File: src/sv/gbs_pkg.sv
// Shared types and constants for the greedy box suppression block.
// No dependencies; used by gbs_ctrl, gbs_dpath and greedy_box_suppression.
`timescale 1ns / 1ps

package gbs_pkg;

    localparam int MAX_KEPT_DEF   = 64;
    localparam int COORD_W        = 16;
    localparam int SIZE_W         = 15;
    localparam int AREA_W         = 2 * SIZE_W;
    localparam int UNION_W        = AREA_W + 1;
    localparam int THR_W          = 16;
    localparam int SLOT_W         = 6;
    localparam int PROD_W         = THR_W + UNION_W;
    localparam logic [THR_W-1:0] THRESH_RESET = 16'd29491;

    typedef struct packed {
        logic [AREA_W-1:0]         area;
        logic [SIZE_W-1:0]         height;
        logic [SIZE_W-1:0]         width;
        logic signed [COORD_W-1:0] top;
        logic signed [COORD_W-1:0] left;
    } entry_t;

    typedef struct packed {
        logic capture;
        logic load;
        logic issue;
        logic finish;
        logic store;
    } cmd_t;

    typedef struct packed {
        logic busy;
        logic keep;
    } stat_t;

endpackage

File: src/sv/gbs_ctrl.sv
// Controller for greedy box suppression: handshakes, scan sequencing, kept count.
// Depends on gbs_pkg for the command and status structs.
`timescale 1ns / 1ps

module gbs_ctrl #(
    parameter int MAX_KEPT = gbs_pkg::MAX_KEPT_DEF,
    parameter int AW       = (MAX_KEPT > 1) ? $clog2(MAX_KEPT) : 1,
    parameter int CW       = $clog2(MAX_KEPT + 1)
) (
    input  logic           aclk,
    input  logic           aresetn,
    input  logic           s_tvalid,
    input  logic           s_first,
    output logic           s_tready,
    output logic           m_tvalid,
    input  logic           m_tready,
    input  gbs_pkg::stat_t stat,
    output gbs_pkg::cmd_t  cmd,
    output logic [AW-1:0]  scan_addr,
    output logic [CW-1:0]  kept_count
);

    localparam logic [2:0] ST_IDLE  = 3'd0;
    localparam logic [2:0] ST_LOAD  = 3'd1;
    localparam logic [2:0] ST_SCAN  = 3'd2;
    localparam logic [2:0] ST_DRAIN = 3'd3;
    localparam logic [2:0] ST_DONE  = 3'd4;

    logic [2:0]    state_reg, state_next;
    logic [CW-1:0] count_reg, count_next;
    logic [CW-1:0] idx_reg, idx_next;
    logic          mvalid_reg, mvalid_next;
    logic          out_free;
    logic          store;

    assign out_free = !mvalid_reg || m_tready;
    assign store    = stat.keep && (count_reg < CW'(MAX_KEPT));

    always_comb begin
        state_next  = state_reg;
        count_next  = count_reg;
        idx_next    = idx_reg;
        mvalid_next = mvalid_reg;
        cmd         = '0;
        if (m_tready) begin
            mvalid_next = 1'b0;
        end
        case (state_reg)
            ST_IDLE: begin
                if (s_tvalid) begin
                    cmd.capture = 1'b1;
                    if (s_first) begin
                        count_next = '0;
                    end
                    state_next = ST_LOAD;
                end
            end
            ST_LOAD: begin
                cmd.load = 1'b1;
                idx_next = '0;
                state_next = (count_reg == '0) ? ST_DRAIN : ST_SCAN;
            end
            ST_SCAN: begin
                cmd.issue = 1'b1;
                idx_next  = CW'(idx_reg + 1'b1);
                if (CW'(idx_reg + 1'b1) == count_reg) begin
                    state_next = ST_DRAIN;
                end
            end
            ST_DRAIN: begin
                if (!stat.busy) begin
                    state_next = ST_DONE;
                end
            end
            ST_DONE: begin
                if (out_free) begin
                    cmd.finish  = 1'b1;
                    cmd.store   = store;
                    mvalid_next = 1'b1;
                    if (store) begin
                        count_next = CW'(count_reg + 1'b1);
                    end
                    state_next = ST_IDLE;
                end
            end
            default: begin
                state_next = ST_IDLE;
            end
        endcase
    end

    always_ff @(posedge aclk) begin
        if (!aresetn) begin
            state_reg  <= ST_IDLE;
            count_reg  <= '0;
            idx_reg    <= '0;
            mvalid_reg <= 1'b0;
        end else begin
            state_reg  <= state_next;
            count_reg  <= count_next;
            idx_reg    <= idx_next;
            mvalid_reg <= mvalid_next;
        end
    end

    assign s_tready   = (state_reg == ST_IDLE);
    assign m_tvalid   = mvalid_reg;
    assign scan_addr  = idx_reg[AW-1:0];
    assign kept_count = count_reg;

endmodule

File: config.mk
export PLATFORM = sky130hd
export DESIGN_NAME = gbs_ctrl
export DESIGN_NICKNAME = d
export VERILOG_FILES = /design/src/sv/gbs_pkg.sv /design/src/sv/gbs_ctrl.sv
export SDC_FILE = /design/constraint.sdc
export NUM_CORES = 1
export LEC_CHECK = 0
export BUFFER_PORTS_ARGS = -buffer_cell sky130_fd_sc_hd__buf_2
export CAP_MARGIN = 20
export CORE_UTILIZATION = 50
export DETAILED_ROUTE_END_ITERATION = 8
export GPL_TIMING_DRIVEN = 0
export PLACE_DENSITY_LB_ADDON = 0.08
export SLEW_MARGIN = 20
export SYNTH_ARGS = -nofsm -noshare
export SYNTH_HDL_FRONTEND = slang
export SYNTH_SLANG_ARGS = --single-unit
export TNS_END_PERCENT = 10
File: constraint.sdc
create_clock -name aclk -period 1.9 [get_ports aclk]
set_input_delay 0.38 -clock aclk [delete_from_list [all_inputs] [get_ports aclk]]
set_output_delay 0.38 -clock aclk [all_outputs]
set_load 0.02 [all_outputs]
# == After elaboration in Yosys (flattened, before gate mapping) ==
# Cells that the tools add are included.
# totals
ff_bits,18
out_inout_bits,20
word_cells,48
# classes
addsub,2
order_cmp,1
eq_ne,11
mux,21
n_reduce_logical,9
# ops
operator,n
7-bit 2-to-1 mux,4
7-bit case mux with 2 select lines,2
3-bit case mux with 5 select lines,1
7-bit by 1-bit adder with 7-bit output (second input constant),2
3-bit 2-to-1 mux,4
2-bit != test (second input constant),6
1-bit 2-to-1 mux,8
7-bit == test,1
7-bit zero test,1
7-bit less-than comparator (second input constant),1
3-bit by 2-bit == test with 1-bit output (second input constant),2
5-bit AND reduction,1
2-bit 2-to-1 mux,2
4-bit AND reduction,1
2-bit nonzero test,2
3-bit by 1-bit == test with 1-bit output (second input constant),1
3-bit == test (second input constant),1
3-bit zero test,1
1-bit logical AND,1
1-bit zero test,1
1-bit logical OR,1

# == Longest topological paths before layout ==
# Gate-level depths: netlist of run 1.
# logic_depth
word_depth,5
mapped_depth,8
ltp_nobuf,7

# == Worst setup path after synthesis of run 1 ==
# No wires, ideal clock.
# synth_path
path_kind,register -> output
start,reg state_reg[0]
end,out cmd[4] (netlist name)
arrival_ps,1343
t_required_ps,1520
slack_ps,177
path_stages_with_launch,4
n_path_buf,1
path_cell_list,dfxtp_1 > buf_2 > nor3_1 > and2_1
# synth_lines
element,line,rtl
from (decl),gbs_ctrl.sv:29,"logic [2:0] state_reg, state_next;"
from (signal assigned),gbs_ctrl.sv:99,state_reg <= state_next;
to (decl),gbs_ctrl.sv:18,"output gbs_pkg::cmd_t cmd,"

==> results.json, run 1 <==
{
  "outcome": "completed",
  "fmax_ghz": 0.537,
  "dp_hpwl_um": 1930,
  "grt_pass1_vias": 957,
  "overflow": 0,
  "finalWirelength_um": 2540,
  "cpMostUsedCell": "buf_6",
  "port_buffers": 26,
  "slew_headroom_pct": 73.1,
  "drv_cap": 0,
  "setup_viol_count_final": 0,
  "yosysTopAreaCell": "dfxtp_1",
  "p_leak_uw": 0.000604,
  "r2r_start": "kept_count[0]",
  "finalPower_uw": 1260,
  "start_kind": "flop",
  "path_cells": "buf_4, or3b_1, buf_6, inv_8, buf_6",
  "worst-path-max-fanout": 10,
  "via_count": 1093,
  "die_h_um": 50.6,
  "wl_per_cell_um": 12.4,
  "synthArstFlopShare_pct": 0,
  "yosysWarnings": 0,
  "cts_sinks": 18,
  "synth_seq_area_share_pct": 30.5,
  "drtPass1Iterations": 4,
  "syn_to_final_growth_pct": 19.0,
  "root_buffer": "clkbuf_4",
  "cts_tree": "built",
  "grt_start_max_net_pins": 11,
  "nets": 188,
  "layout_min_cycle_time_ps": 1860,
  "clk_latency_ps": 290,
  "hp-class": "primary input to flop",
  "die-width_um": 50.6,
  "cts-htree-levels": 1,
  "start_util_pct": 53.3,
  "path_clk_slew_ps": 110,
  "rsz0062_at_grt": "yes",
  "fin_crit_sh_pct": 98.1,
  "worstPathArrival_ps": 1480,
  "final_core_util_pct": 63.5,
  "synth_edf_count": 0,
  "synth_top_area_share_pct": 30.5,
  "gp_congestion": 0.831,
  "grt_pass1_wl_um": 4240,
  "synth_seq_cells": 18,
  "ant_nets": 0,
  "drc": 0,
  "synth.distinct_cells": 45,
  "postCtsSetupRepairBufs": 0,
  "rows": 17,
  "peakVddDrop_mv": 0.630,
  "crit_path_top_delay_cell": "or3b_1",
  "synth_common_cells": "nor2_1 (19), dfxtp_1 (18), xnor2_1 (11)",
  "syn_nets": 157,
  "whs_ps": 376,
  "worstSetupStartpoint": "state_reg[0]",
  "drt-initial-drc-count": 17,
  "gr-usage-all-layers_pct": 21.9,
  "path_delay_family": "buffers and inverters",
  "power.density_nw_per_um2": 898,
  "cp_data_required_time_ps": 1520,
  "cp-end-kind": "primary output",
  "holdCritStartpoint": "aresetn",
  "tightestPinTransition_ps": 404,
  "crit_buf_inv": 4,
  "netlist_instances": 147,
  "drive_above_1_share_pct": 27.7,
  "yosys.cell_count.top_type": "nor2_1",
  "hold_violations": 0,
  "fin_skew_ps": 5.17,
  "insertedDiodeCount": 0,
  "path_class": "flop to primary output",
  "cts.path.max_buffers": 2,
  "core_area_um2": 2210,
  "numCtsBuffers": 3,
  "dieArea_um2": 2560,
  "fillers": 204,
  "pin_count": 27,
  "drv_slew": 0,
  "cpPeakStageDelay_ps": 370,
  "synth_area_um2": 1180,
  "synth_flop_cell": "dfxtp_1",
  "antenna_found_initial": 0,
  "cts_hold_buf": 0,
  "cts-resized-gates": 4,
  "synth.avg_cell_area_um2": 8.03,
  "synth_area_leaders": "dfxtp_1 (31%), xnor2_1 (8.2%), nor2_1 (6.0%)",
  "via_per_inst": 5.33
}
[worst reg2reg max path, cell delays in order, from the launching register on]
cell and delay, ps:
dfxtp_1 410, inv_1 90, ha_1 150, nor4b_1 220, nand2_1 90, a311oi_1 400, o2111ai_1 180, o21ai_1 150
[power by group]
part | internal, uW | total [uW] | leakage, uW | switching [uW]
Combinational | 227 | 577 | 0.000437 | 350
Clock | 117 | 240 | 0.0000210 | 124
Sequential | 411 | 444 | 0.000146 | 33.0
Total | 755 | 1260 | 0.000604 | 507
[routing by layer]
metal,track usage (%),share of wire (%),vias to the layer above
met4,5.56,0.55,0
met3,3.64,4.9,4
met5,0,0,-
met1,29.9,50,492
met2,35.6,45,32
li1,-,-,565
[cell type report]
class                   count  area (um2)  area share [%]
plain buffers              13        92.6            6.60
clock buffers               4        36.3            2.58
inverters                   5        26.3            1.87
multi-input cells         111         716            51.0
flip-flops and latches     18         362            25.8
well taps                  28        35.0            2.50
repair buffers             26         136            9.71
[kinds of logic (layout without fill, tap and decap cells)]
group | after synthesis | after routing | share of synthesized area (%)
flip-flops | 18 | 18 | 30.5
AND/OR/NAND/NOR | 67 | 67 | 30.3
buffers and inverters | 18 | 48 | 9.44
adder cells (fa/ha/maj) | 3 | 3 | 3.18
multiplexers | 1 | 1 | 0.954
AO/OA/AOI/OAI | 26 | 26 | 15.2
XOR/XNOR | 14 | 14 | 10.4
[cell usage in the layout (no fill, tap or decap), drive strengths merged]
master   synthesis  layout
buf             11      37
nor2            20      20
dfxtp           18      18
xnor2           11      11
nand2            9       9
nand3            9       9
o21ai            8       8
clkbuf           2       6
nor2b            5       5
nor3             5       5
inv              5       5
a21boi           4       4
and3             3       3
and3b            3       3
xor2             3       3
ha               3       3
nand2b           2       2
and2             2       2
a211oi           2       2
a21oi            2       2
o211ai           2       2
nor4             2       2
or3b             1       1
nor3b            1       1
a41oi            1       1
mux2             1       1
nand3b           1       1
or3              1       1
a22oi            1       1
o22ai            1       1
nor4b            1       1
a311oi           1       1
o2111ai          1       1
nand4            1       1
and4bb           1       1
a21o             1       1
o21a             1       1
a31oi            1       1
[final timing paths]
kind / cells past startpoint / slack, ps / to
min: 3 / 380 / state_reg[1]
min reg2reg: 2 / 560 / idx_reg[5]
max reg2reg: 7 / 150 / state_reg[0]
max: 5 / 40 / cmd[2]
[per-stage QoR]
| stage | setup TNS [ps] | worst slack [ps] | std cells | instance area (um2) |
|---|---|---|---|---|
| after global routing | -16.9 | -10.5 | 205 | 1400 |
| after floorplan | 0 | 177 | 147 | 1180 |
| after CTS | 0 | 8.78 | 205 | 1390 |
| final | 0 | 36.6 | 205 | 1400 |
| after detailed placement | 0 | 145 | 201 | 1350 |
| after global placement | 0 | 162 | 201 | 1350 |
No activity file was read; power rests on OpenSTA's default activity.
==> inputs of run 2 (changes only) <==
- CORE_ASPECT_RATIO: not set -> 0.8
==> results.json, run 2 (synthesis gave the netlist of run 1 again) <==
{
  "power.density_nw_per_um2": 896,
  "final_core_util_pct": 63.5,
  "finalWirelength_um": 2570,
  "dieArea_um2": 2560,
  "overflow": 0,
  "peakVddDrop_mv": 0.774,
  "whs_endpoint": "state_reg[1]",
  "worst-r2r-setup-slack_ps": 170,
  "grt_pass1_wl_um": 4150,
  "die-width_um": 56.3,
  "start_util_pct": 53.7,
  "pin_count": 27,
  "p_leak_uw": 0.000599,
  "drtPass1Iterations": 4,
  "setup_viol_count_final": 0,
  "gr-usage-all-layers_pct": 21.5,
  "gp_congestion": 0.834,
  "via_count": 1128,
  "drt-initial-drc-count": 41,
  "rsz0062_at_grt": "yes",
  "cp-end-kind": "primary output",
  "numCtsBuffers": 3,
  "via_per_inst": 5.61,
  "outcome": "completed",
  "fmax_ghz": 0.536,
  "mostFrequentLayoutCell": "buf_2",
  "path_class": "flop to primary output",
  "cts_tree": "built",
  "totalNegativeSetupSlack_ps": 0,
  "hold_violations": 0,
  "cts_sinks": 18,
  "postCtsSetupRepairBufs": 0,
  "port_buffers": 26,
  "final_area_um2": 1390,
  "hp-class": "primary input to flop",
  "whs_ps": 385,
  "layout_min_cycle_time_ps": 1870,
  "worstReg2RegEnd": "state_reg[0]",
  "rows": 15,
  "holdCritStartpoint": "aresetn",
  "drv_cap": 0,
  "wl_per_cell_um": 12.8,
  "finalNonFillerCells": 201,
  "grt_pass1_vias": 942,
  "start_kind": "flop",
  "path_clk_slew_ps": 100,
  "worstHoldPathCells": 3,
  "grtUsageMet1_pct": 29.2,
  "tightestPinTransition_ps": 413,
  "insertedDiodeCount": 0,
  "ant_nets": 0,
  "cp_data_required_time_ps": 1520,
  "fin_skew_ps": 1.09,
  "met2_usage_pct": 33.1,
  "placed_cells": 198,
  "cts-htree-levels": 1,
  "drive_above_1_share_pct": 28.4,
  "layout_common_cells": "buf_2 (27), nor2_1 (18), dfxtp_1 (16)",
  "drv_slew": 0,
  "clk_latency_ps": 300,
  "met3_usage_pct": 6.53,
  "drc": 0,
  "grt_start_max_net_pins": 11,
  "core_area_um2": 2200,
  "cts.path.max_buffers": 2,
  "r2r_start": "idx_reg[1]",
  "reg2regPathDepth": 6,
  "syn_to_final_growth_pct": 18.1,
  "root_buffer": "clkbuf_4",
  "slew_headroom_pct": 72.5,
  "worstPathArrival_ps": 1490,
  "dp_hpwl_um": 1930,
  "placed_cell_area_um2": 1340,
  "antenna_found_initial": 0,
  "top_usage_layer": "met2",
  "die_h_um": 45.5,
  "worst-path-max-fanout": 10,
  "fin_crit_sh_pct": 98.2,
  "nets": 187
}
-- run 2: cell types whose count changed in the layout (fill, tap and decap cells not counted) --
| cell | before | now |
|---|---|---|
| buf_4 | 7 | 6 |
| dfxtp_1 | 17 | 16 |
| dfxtp_2 | 1 | 2 |
| inv_6 | 0 | 1 |
| inv_8 | 1 | 0 |
| or3b_1 | 1 | 0 |
| or3b_4 | 0 | 1 |
-- run 2: area by class of cell --
cell class                      count  area [um2]
Buffer                             12        85.1
Inverter                            5        23.8
Multi-Input combinational cell    111         718
Tap cell                           25        31.3
Timing Repair Buffer               26         136
Sequential cell                    18         363
Fill cell                         201         802
Clock buffer                        4        36.3
-- run 2: layer usage --
metal  up-vias  part of all wire, %
met4         0                 0.86
li1        566                    -
met2        38                   44
met1       520                   47
met3         4                  7.5
met5         -                    0
-- run 2: critical path, stage by stage (launching register included) --
cell and delay [ps]:
dfxtp_1 320, buf_6 130, or3b_4 390, buf_6 150
inv_6 80, buf_6 110
-- run 2: power breakdown --
| part | internal (uW) | total, uW | leakage [uW] | switching, uW |
|---|---|---|---|---|
| Sequential | 414 | 475 | 0.000146 | 61.4 |
| Clock | 117 | 238 | 0.0000210 | 121 |
| Combinational | 219 | 536 | 0.000432 | 317 |
| Total | 750 | 1250 | 0.000599 | 499 |
-- run 2: what timing repair did --
| action | CTS | global route |
|---|---|---|
| gates resized for setup | 1 | 7 |
| setup endpoints to repair | 2 | 4 |
| hold endpoints to repair | 0 | 0 |
| hold buffers | 0 | 0 |
-- run 2: metrics by stage --
step / worst slack [ps] / power (uW)
2_1_floorplan: 177 / 847
3_3_place_gp: 196 / 969
3_5_place_dp: 151 / 981
4_1_cts: -26.3 / 1230
5_1_grt: -26.7 / 1330
6_report: 33.5 / 1250
-- run 2: worst max-delay path by stage --
stage	start	endpoint	depth (start not counted)
2_1_floorplan	state_reg[0]	cmd[4]	3
3_3_place_gp	idx_reg[0]	state_reg[0]	6
3_5_place_dp	idx_reg[0]	state_reg[0]	6
4_1_cts	state_reg[1]	cmd[0]	5
5_1_grt	state_reg[2]	cmd[2]	5
6_report	state_reg[2]	cmd[2]	5
